<file path="config.mk">
export PLATFORM = sky130hd
export DESIGN_NAME = vibration_pattern_sequencer
export DESIGN_NICKNAME = d
export VERILOG_FILES = /design/src/hw/rtl/vps_pkg.sv /design/src/hw/rtl/vps_cfg.sv /design/src/hw/rtl/vps_core.sv /design/src/hw/rtl/vibration_pattern_sequencer.sv
export SDC_FILE = /design/constraint.sdc
export NUM_CORES = 1
export LEC_CHECK = 0
export BUFFER_PORTS_ARGS = -buffer_cell sky130_fd_sc_hd__buf_2
export CAP_MARGIN = 10
export CORE_UTILIZATION = 25
export DETAILED_ROUTE_END_ITERATION = 7
export PLACE_DENSITY = 0.39
export SYNTH_ARGS = -nofsm -noshare
export SYNTH_HDL_FRONTEND = slang
export SYNTH_HIERARCHICAL = 1
export SYNTH_SLANG_ARGS = --single-unit
</file>
<file path="constraint.sdc">
create_clock -name clk -period 3.2 [get_ports clk]
set_clock_uncertainty 0.15 [all_clocks]
set_input_delay 0.16 -clock clk [delete_from_list [all_inputs] [get_ports clk]]
set_output_delay 0.16 -clock clk [all_outputs]
set_load 0.005 [all_outputs]
</file>
<file path="src/hw/rtl/vps_pkg.sv">
`timescale 1ns / 1ps
package vps_pkg;

	localparam int TICK_W   = 16;
	localparam int REPS_W   = 14;
	localparam int FUNC_W   = 2;
	localparam int CFG_IDX_W = 3;

	localparam logic [FUNC_W-1:0] FUNC_TICK  = 2'd0;
	localparam logic [FUNC_W-1:0] FUNC_START = 2'd1;
	localparam logic [FUNC_W-1:0] FUNC_STOP  = 2'd2;

	localparam logic [CFG_IDX_W-1:0] CFG_FAST_ON        = 3'd0;
	localparam logic [CFG_IDX_W-1:0] CFG_FAST_SHORT_GAP = 3'd1;
	localparam logic [CFG_IDX_W-1:0] CFG_FAST_LONG_GAP  = 3'd2;
	localparam logic [CFG_IDX_W-1:0] CFG_SLOW_ON        = 3'd3;
	localparam logic [CFG_IDX_W-1:0] CFG_SLOW_GAP       = 3'd4;

	localparam logic [TICK_W-1:0] RST_FAST_ON        = 16'd300;
	localparam logic [TICK_W-1:0] RST_FAST_SHORT_GAP = 16'd200;
	localparam logic [TICK_W-1:0] RST_FAST_LONG_GAP  = 16'd1200;
	localparam logic [TICK_W-1:0] RST_SLOW_ON        = 16'd300;
	localparam logic [TICK_W-1:0] RST_SLOW_GAP       = 16'd1700;

	localparam logic PATTERN_FAST = 1'b0;

	typedef struct packed {
		logic [TICK_W-1:0] fast_on;
		logic [TICK_W-1:0] fast_short_gap;
		logic [TICK_W-1:0] fast_long_gap;
		logic [TICK_W-1:0] slow_on;
		logic [TICK_W-1:0] slow_gap;
	} cfg_t;

	typedef struct packed {
		logic [REPS_W-1:0] repeat_count;
		logic              pattern;
		logic [FUNC_W-1:0] func;
	} item_t;

	typedef struct packed {
		logic busy_res;
		logic motor_on;
	} result_t;

	typedef struct packed {
		logic              level;
		logic [TICK_W-1:0] ticks;
	} phase_t;

	// Level and duration of a phase; fast pattern cycles over four phases, slow over two.
	function automatic phase_t load_phase(input logic pattern, input logic [1:0] idx,
			input cfg_t cfg);
		phase_t p;
		if (pattern == PATTERN_FAST) begin
			case (idx)
				2'd0: begin p.level = 1'b1; p.ticks = cfg.fast_on; end
				2'd1: begin p.level = 1'b0; p.ticks = cfg.fast_short_gap; end
				2'd2: begin p.level = 1'b1; p.ticks = cfg.fast_on; end
				default: begin p.level = 1'b0; p.ticks = cfg.fast_long_gap; end
			endcase
		end else if (idx[0] == 1'b0) begin
			p.level = 1'b1;
			p.ticks = cfg.slow_on;
		end else begin
			p.level = 1'b0;
			p.ticks = cfg.slow_gap;
		end
		return p;
	endfunction

endpackage

</file>
<file path="src/hw/rtl/vps_cfg.sv">
`timescale 1ns / 1ps
module vps_cfg (
	input  logic                           clk,
	input  logic                           arst_n,
	input  logic                           wr_en,
	input  logic [vps_pkg::CFG_IDX_W-1:0]  index,
	input  logic [vps_pkg::TICK_W-1:0]     data,
	output vps_pkg::cfg_t                  cfg
);
	import vps_pkg::*;

	cfg_t cfg_q;

	always_ff @(posedge clk or negedge arst_n) begin
		if (!arst_n) begin
			cfg_q.fast_on        <= RST_FAST_ON;
			cfg_q.fast_short_gap <= RST_FAST_SHORT_GAP;
			cfg_q.fast_long_gap  <= RST_FAST_LONG_GAP;
			cfg_q.slow_on        <= RST_SLOW_ON;
			cfg_q.slow_gap       <= RST_SLOW_GAP;
		end else if (wr_en) begin
			case (index)
				CFG_FAST_ON:        cfg_q.fast_on        <= data;
				CFG_FAST_SHORT_GAP: cfg_q.fast_short_gap <= data;
				CFG_FAST_LONG_GAP:  cfg_q.fast_long_gap  <= data;
				CFG_SLOW_ON:        cfg_q.slow_on        <= data;
				CFG_SLOW_GAP:       cfg_q.slow_gap       <= data;
				default: ;
			endcase
		end
	end

	assign cfg = cfg_q;

endmodule

</file>
<file path="src/hw/rtl/vps_core.sv">
`timescale 1ns / 1ps
module vps_core (
	input  logic            clk,
	input  logic            arst_n,
	input  logic            fire,
	input  vps_pkg::item_t  item,
	input  vps_pkg::cfg_t   cfg,
	output vps_pkg::result_t result
);
	import vps_pkg::*;

	logic              active_q,  active_d;
	logic              pattern_q, pattern_d;
	logic [TICK_W-1:0] total_q,   total_d;
	logic [TICK_W-1:0] index_q,   index_d;
	logic [TICK_W-1:0] ticks_q,   ticks_d;
	logic              level_q,   level_d;
	phase_t            first_ph;
	phase_t            next_ph;

	assign first_ph = load_phase(item.pattern, 2'd0, cfg);
	assign next_ph  = load_phase(pattern_q, index_q[1:0], cfg);

	always_comb begin
		active_d  = active_q;
		pattern_d = pattern_q;
		total_d   = total_q;
		index_d   = index_q;
		ticks_d   = ticks_q;
		level_d   = level_q;
		case (item.func)
			FUNC_START: begin
				active_d  = 1'b1;
				pattern_d = item.pattern;
				// four phases per fast repetition, two per slow one
				total_d   = (item.pattern == PATTERN_FAST) ?
					{item.repeat_count, 2'b00} : {1'b0, item.repeat_count, 1'b0};
				level_d   = first_ph.level;
				ticks_d   = first_ph.ticks;
				index_d   = TICK_W'(1);
			end
			FUNC_STOP: begin
				active_d = 1'b0;
				total_d  = '0;
				index_d  = '0;
				ticks_d  = '0;
				level_d  = 1'b0;
			end
			FUNC_TICK: begin
				if (active_q) begin
					if (ticks_q > TICK_W'(1)) begin
						ticks_d = ticks_q - TICK_W'(1);
					end else if (index_q >= total_q) begin
						active_d = 1'b0;
						total_d  = '0;
						index_d  = '0;
						ticks_d  = '0;
						level_d  = 1'b0;
					end else begin
						level_d = next_ph.level;
						ticks_d = next_ph.ticks;
						index_d = index_q + TICK_W'(1);
					end
				end
			end
			default: ;
		endcase
	end

	always_ff @(posedge clk or negedge arst_n) begin
		if (!arst_n) begin
			active_q  <= 1'b0;
			pattern_q <= PATTERN_FAST;
			total_q   <= '0;
			index_q   <= '0;
			ticks_q   <= '0;
			level_q   <= 1'b0;
		end else if (fire) begin
			active_q  <= active_d;
			pattern_q <= pattern_d;
			total_q   <= total_d;
			index_q   <= index_d;
			ticks_q   <= ticks_d;
			level_q   <= level_d;
		end
	end

	assign result.motor_on = level_d;
	assign result.busy_res = active_d;

endmodule

</file>
<file path="src/hw/rtl/vibration_pattern_sequencer.sv">
`timescale 1ns / 1ps
// Vibration pattern sequencer.
// Input stream s_*: one item per command. s_tuser carries func (tick, start, stop);
// s_tdata carries pattern and repeat_count, used only by start. Every item yields
// exactly one result item on m_*: the motor drive level and the busy flag after it.
// Durations of the fast and slow phases come from five 16-bit registers written
// through cfg_wr_en / cfg_index / cfg_data; write them only while no item is in
// flight. A change during a running sequence affects only phases loaded later.
// An accepted item passes through the input register and then the result register
// before it shows on m_*. Throughput is one item per cycle while the receiver does not
// stall: the phase counter update is a single decrement/compare/table lookup between
// the input register and the result register.
// Reset (arst_n low) clears both stages, puts the motor off, the sequence idle and
// the registers at their default durations.
// When the receiver stalls, the result stays in the output register, one more item
// waits in the input register, and s_tready drops only once both are full.
module vibration_pattern_sequencer (
	input  logic                          clk,
	input  logic                          arst_n,
	// input stream
	input  logic                          s_tvalid,
	output logic                          s_tready,
	input  logic [15:0]                   s_tdata,  // [0] pattern, [14:1] repeat_count
	input  logic [1:0]                    s_tuser,  // [1:0] func
	// result stream
	output logic                          m_tvalid,
	input  logic                          m_tready,
	output logic [7:0]                    m_tdata,  // [0] motor_on, [1] busy_res
	// register writes
	input  logic                          cfg_wr_en,
	input  logic [vps_pkg::CFG_IDX_W-1:0] cfg_index,
	input  logic [vps_pkg::TICK_W-1:0]    cfg_data
);
	import vps_pkg::*;

	cfg_t    cfg;
	item_t   item_s1;
	logic    valid_s1;
	logic    adv;
	result_t res_next;
	result_t res_q;
	logic    m_valid_q;

	vps_cfg u_cfg (
		.clk    (clk),
		.arst_n (arst_n),
		.wr_en  (cfg_wr_en),
		.index  (cfg_index),
		.data   (cfg_data),
		.cfg    (cfg)
	);

	// the item in the input register moves on when the output register is free
	assign adv      = valid_s1 && (!m_valid_q || m_tready);
	assign s_tready = !valid_s1 || adv;

	always_ff @(posedge clk or negedge arst_n) begin
		if (!arst_n) begin
			valid_s1 <= 1'b0;
		end else if (s_tvalid && s_tready) begin
			valid_s1 <= 1'b1;
		end else if (adv) begin
			valid_s1 <= 1'b0;
		end
	end

	// payload only, no reset
	always_ff @(posedge clk) begin
		if (s_tvalid && s_tready) begin
			item_s1.func         <= s_tuser;
			item_s1.pattern      <= s_tdata[0];
			item_s1.repeat_count <= s_tdata[REPS_W:1];
		end
	end

	vps_core u_core (
		.clk    (clk),
		.arst_n (arst_n),
		.fire   (adv),
		.item   (item_s1),
		.cfg    (cfg),
		.result (res_next)
	);

	always_ff @(posedge clk or negedge arst_n) begin
		if (!arst_n) begin
			m_valid_q <= 1'b0;
		end else if (adv) begin
			m_valid_q <= 1'b1;
		end else if (m_tready) begin
			m_valid_q <= 1'b0;
		end
	end

	always_ff @(posedge clk) begin
		if (adv) begin
			res_q <= res_next;
		end
	end

	assign m_tvalid = m_valid_q;
	assign m_tdata  = {6'd0, res_q.busy_res, res_q.motor_on};

endmodule

</file>
==> impl_results.md <==
- DIE HEIGHT: 181 um
- Worst Path Arrival: around 3.0 ns
- Die area: 32,800 um^2
- Placed instance area: 8710 um^2
- Area of the multi-input gates: around 3800 um^2
- Synth Warn #: 6
- Antenna diode count: 0
- First-pass GRT wire length: ~34,000 um
- CTS Sinks: 151
- Outcome: complete, no violations
- P&R area growth vs syn: 20.1%
- R2r startpoint: u_core/index_q[13]
- Initial antenna violation count: 0
- Residual DRC: 0
- RSZ-0062 raised after global routing: false
- Final GP Congestion: ~0.75
- Layout cells sized above 1: 30.3%
- Max VDD drop: 0.000262 V
- Synth cell types: 64
- GRT overflow: 0
- Via count: 5,719
- Worst Hold Class: input pin to async pin
- Largest net degree at the start of global routing: 63
- Post-synth ARST share: 87.4%
- Initial core utilization: 25.4%
- FILL cells: 3,240
- Routed wire length: around 21,000 um
- Largest fanout on the critical path: 15
- Endpoints failing setup: 0
- Register-to-register setup slack: about 0.41 ns
- Fin crit share: 87.0%
- CORE AREA: 31,600 um^2
- Post-synthesis sequential area ratio: approximately half
- PD cells: around 700 nW/um^2
- Synth Cell Area: 8020 um^2
- Clk root buf: clkbuf_16
- Final #Nets: 841
- Sequential Area: 3900 um^2
- Via density: 4.79
- Max cap viols: 0
- Slew margin rel.: 26.2%
- Max H-tree Level: 4
- R2R depth: 8
- Average cell area after synthesis: 11.5 um^2
- Worst setup EP type: flop
- Reg-to-Reg End: u_core/total_q[15]
- Worst-Margin Slew: 1.10 ns
- Drt first pass iters: 4
- Fmax: 359 MHz
- Fin crit period: 2.79 ns
- Port buffer count: between 40 and 50
- Power Total: 6.78 mW
- WL per Instance: 17.7 um
- Max-slew violation count: 0
- CTS resizes: 0
- Lkg Pwr: 4.04 nW
- # rows: 65
- Setup_tns: 0 ns
- GRT Overall Usage: 13.6%
- CTS Buf Count: 17
- Ports: 52
- Initial DRC Count: 330
- Worst-Skew Late Latency: 0.43 ns
- Clock transition at the registers of the reported paths: 0.06 ns
- Number of global-route vias before repair: around 6,000
- Longest Clk Path Bufs: 2
- Worst path required time: 3.41 ns
- Type of origin of the critical path: flop
- Die extent in x: 181 um
- Crit path kind: flop to flop
- Cells after synthesis: 696
- Flops & latches, synth: 151
- HPWL Detailed: 13,900 um
- CTS tree: yes
- EDFF count, synth: 19
- Top_reg_cell synth: dfrtp_1
- Hold Vio Cnt, Final: 0
- Post-route ant nets: 0
- Final instance area: 9630 um^2
synth_stat cells, drive strengths merged (19+ instances only):
library cell / count / share of area, %
ha: 21 / 3.3
o21ai: 40 / 2.5
edfxtp: 19 / 7.1
buf: 26 / 2.3
inv: 21 / 0.98
clkbuf: 25 / 1.2
mux2: 100 / 14
and3: 21 / 1.6
mux2i: 26 / 3.2
dfrtp: 112 / 35
nand2: 52 / 2.4
dfstp: 20 / 6.6
layer usage:
| metal | global-route usage [%] | vias up | share of wire [%] |
|---|---|---|---|
| li1 | - | 2747 | - |
| met1 | 19.1 | 2850 | 51 |
| met2 | 21.0 | 95 | 45 |
| met3 | 2.32 | 27 | 2.7 |
| met4 | 4.68 | 0 | 1.8 |
| met5 | 0 | - | 0 |
power breakdown:
group | switching (mW) | internal, mW
Clock | 0.808 | 1.09
Combinational | 1.14 | 1.00
Sequential | 0.350 | 2.39
Total | 2.30 | 4.48
final cells by class:
class | instances | share of cell area [%]
inverter | 21 | 0.818
clock buffer | 20 | 4.64
sequential | 151 | 40.5
clock inverter | 12 | 1.09
tap | 402 | 5.22
timing repair buffer | 109 | 8.38
multi-input combinational | 478 | 39.4
metrics by stage:
| step | util (%) | instances | hold slack (ns) | setup WS (ns) |
|---|---|---|---|---|
| floorplan | - | 701 | -0.286 | 0.593 |
| global placement | 27.6 | 1124 | 0.0593 | 0.374 |
| detailed placement | 27.6 | 1124 | 0.0693 | 0.395 |
| CTS | 30.5 | 1193 | 0.197 | 0.368 |
| global route | 30.5 | 1193 | 0.233 | 0.205 |
| finish | 30.5 | 1193 | 0.173 | 0.415 |
cell usage in the layout (no fill, tap or decap), drive strengths merged, types with 19 or more instances in the layout:
cell type and n:
dlygate4sd3 37, nand2 52, buf 72, edfxtp 19, clkbuf 20, inv 22
mux2 100, mux2i 26, and3 21, ha 21, o21ai 40, dfstp 20
dfrtp 112
state kept, by name (all words and copies together), names as in the netlist:
register / count
valid_s1: 1
m_tdata: 2
u_core/pattern_q: 1
u_core/level_q: 1
u_core/ticks_q: 16
u_cfg/cfg: 80
item_s1: 17
u_core/index_q: 16
u_core/active_q: 1
u_core/total_q: 15
m_tvalid: 1
worst max-delay path: stages (launching register included):
cell      delay (ns)
dfrtp_1         0.44
ha_1            0.32
a21oi_1         0.14
nor2_1          0.05
a211oi_1        0.26
buf_4           0.19
a31oi_1         0.09
o21ai_1         0.86
a21o_1          0.22
cell families after synthesis:
logic type               share of synthesized area (%)
other                                           0.0468
XOR/XNOR                                          1.20
buffers and inverters                             4.49
AND/OR/NAND/NOR                                   11.4
AO/OA/AOI/OAI                                     13.6
flip-flops                                        48.6
adder cells (fa/ha/maj)                           3.28
multiplexers                                      17.3
worst max-delay path by stage:
stage	start	cells after the start	end	slack, ns
finish	u_core/index_q[13]	8	u_core/total_q[15]	0.41
global route	u_core/index_q[13]	8	u_core/total_q[15]	0.21
CTS	u_core/index_q[13]	8	u_core/total_q[15]	0.37
detailed placement	u_core/index_q[13]	8	u_core/total_q[15]	0.39
global placement	u_core/index_q[13]	8	u_core/total_q[15]	0.37
floorplan	u_core/index_q[0]	11	u_core/ticks_q[2]	0.59
timing repair:
item / 4_1_cts / 5_1_grt
hold buffers: 37 / 0
buffers inserted: 0 / 0
endpoints found under the hold margin: 154 / 0
(Power assumes the default switching activity.)
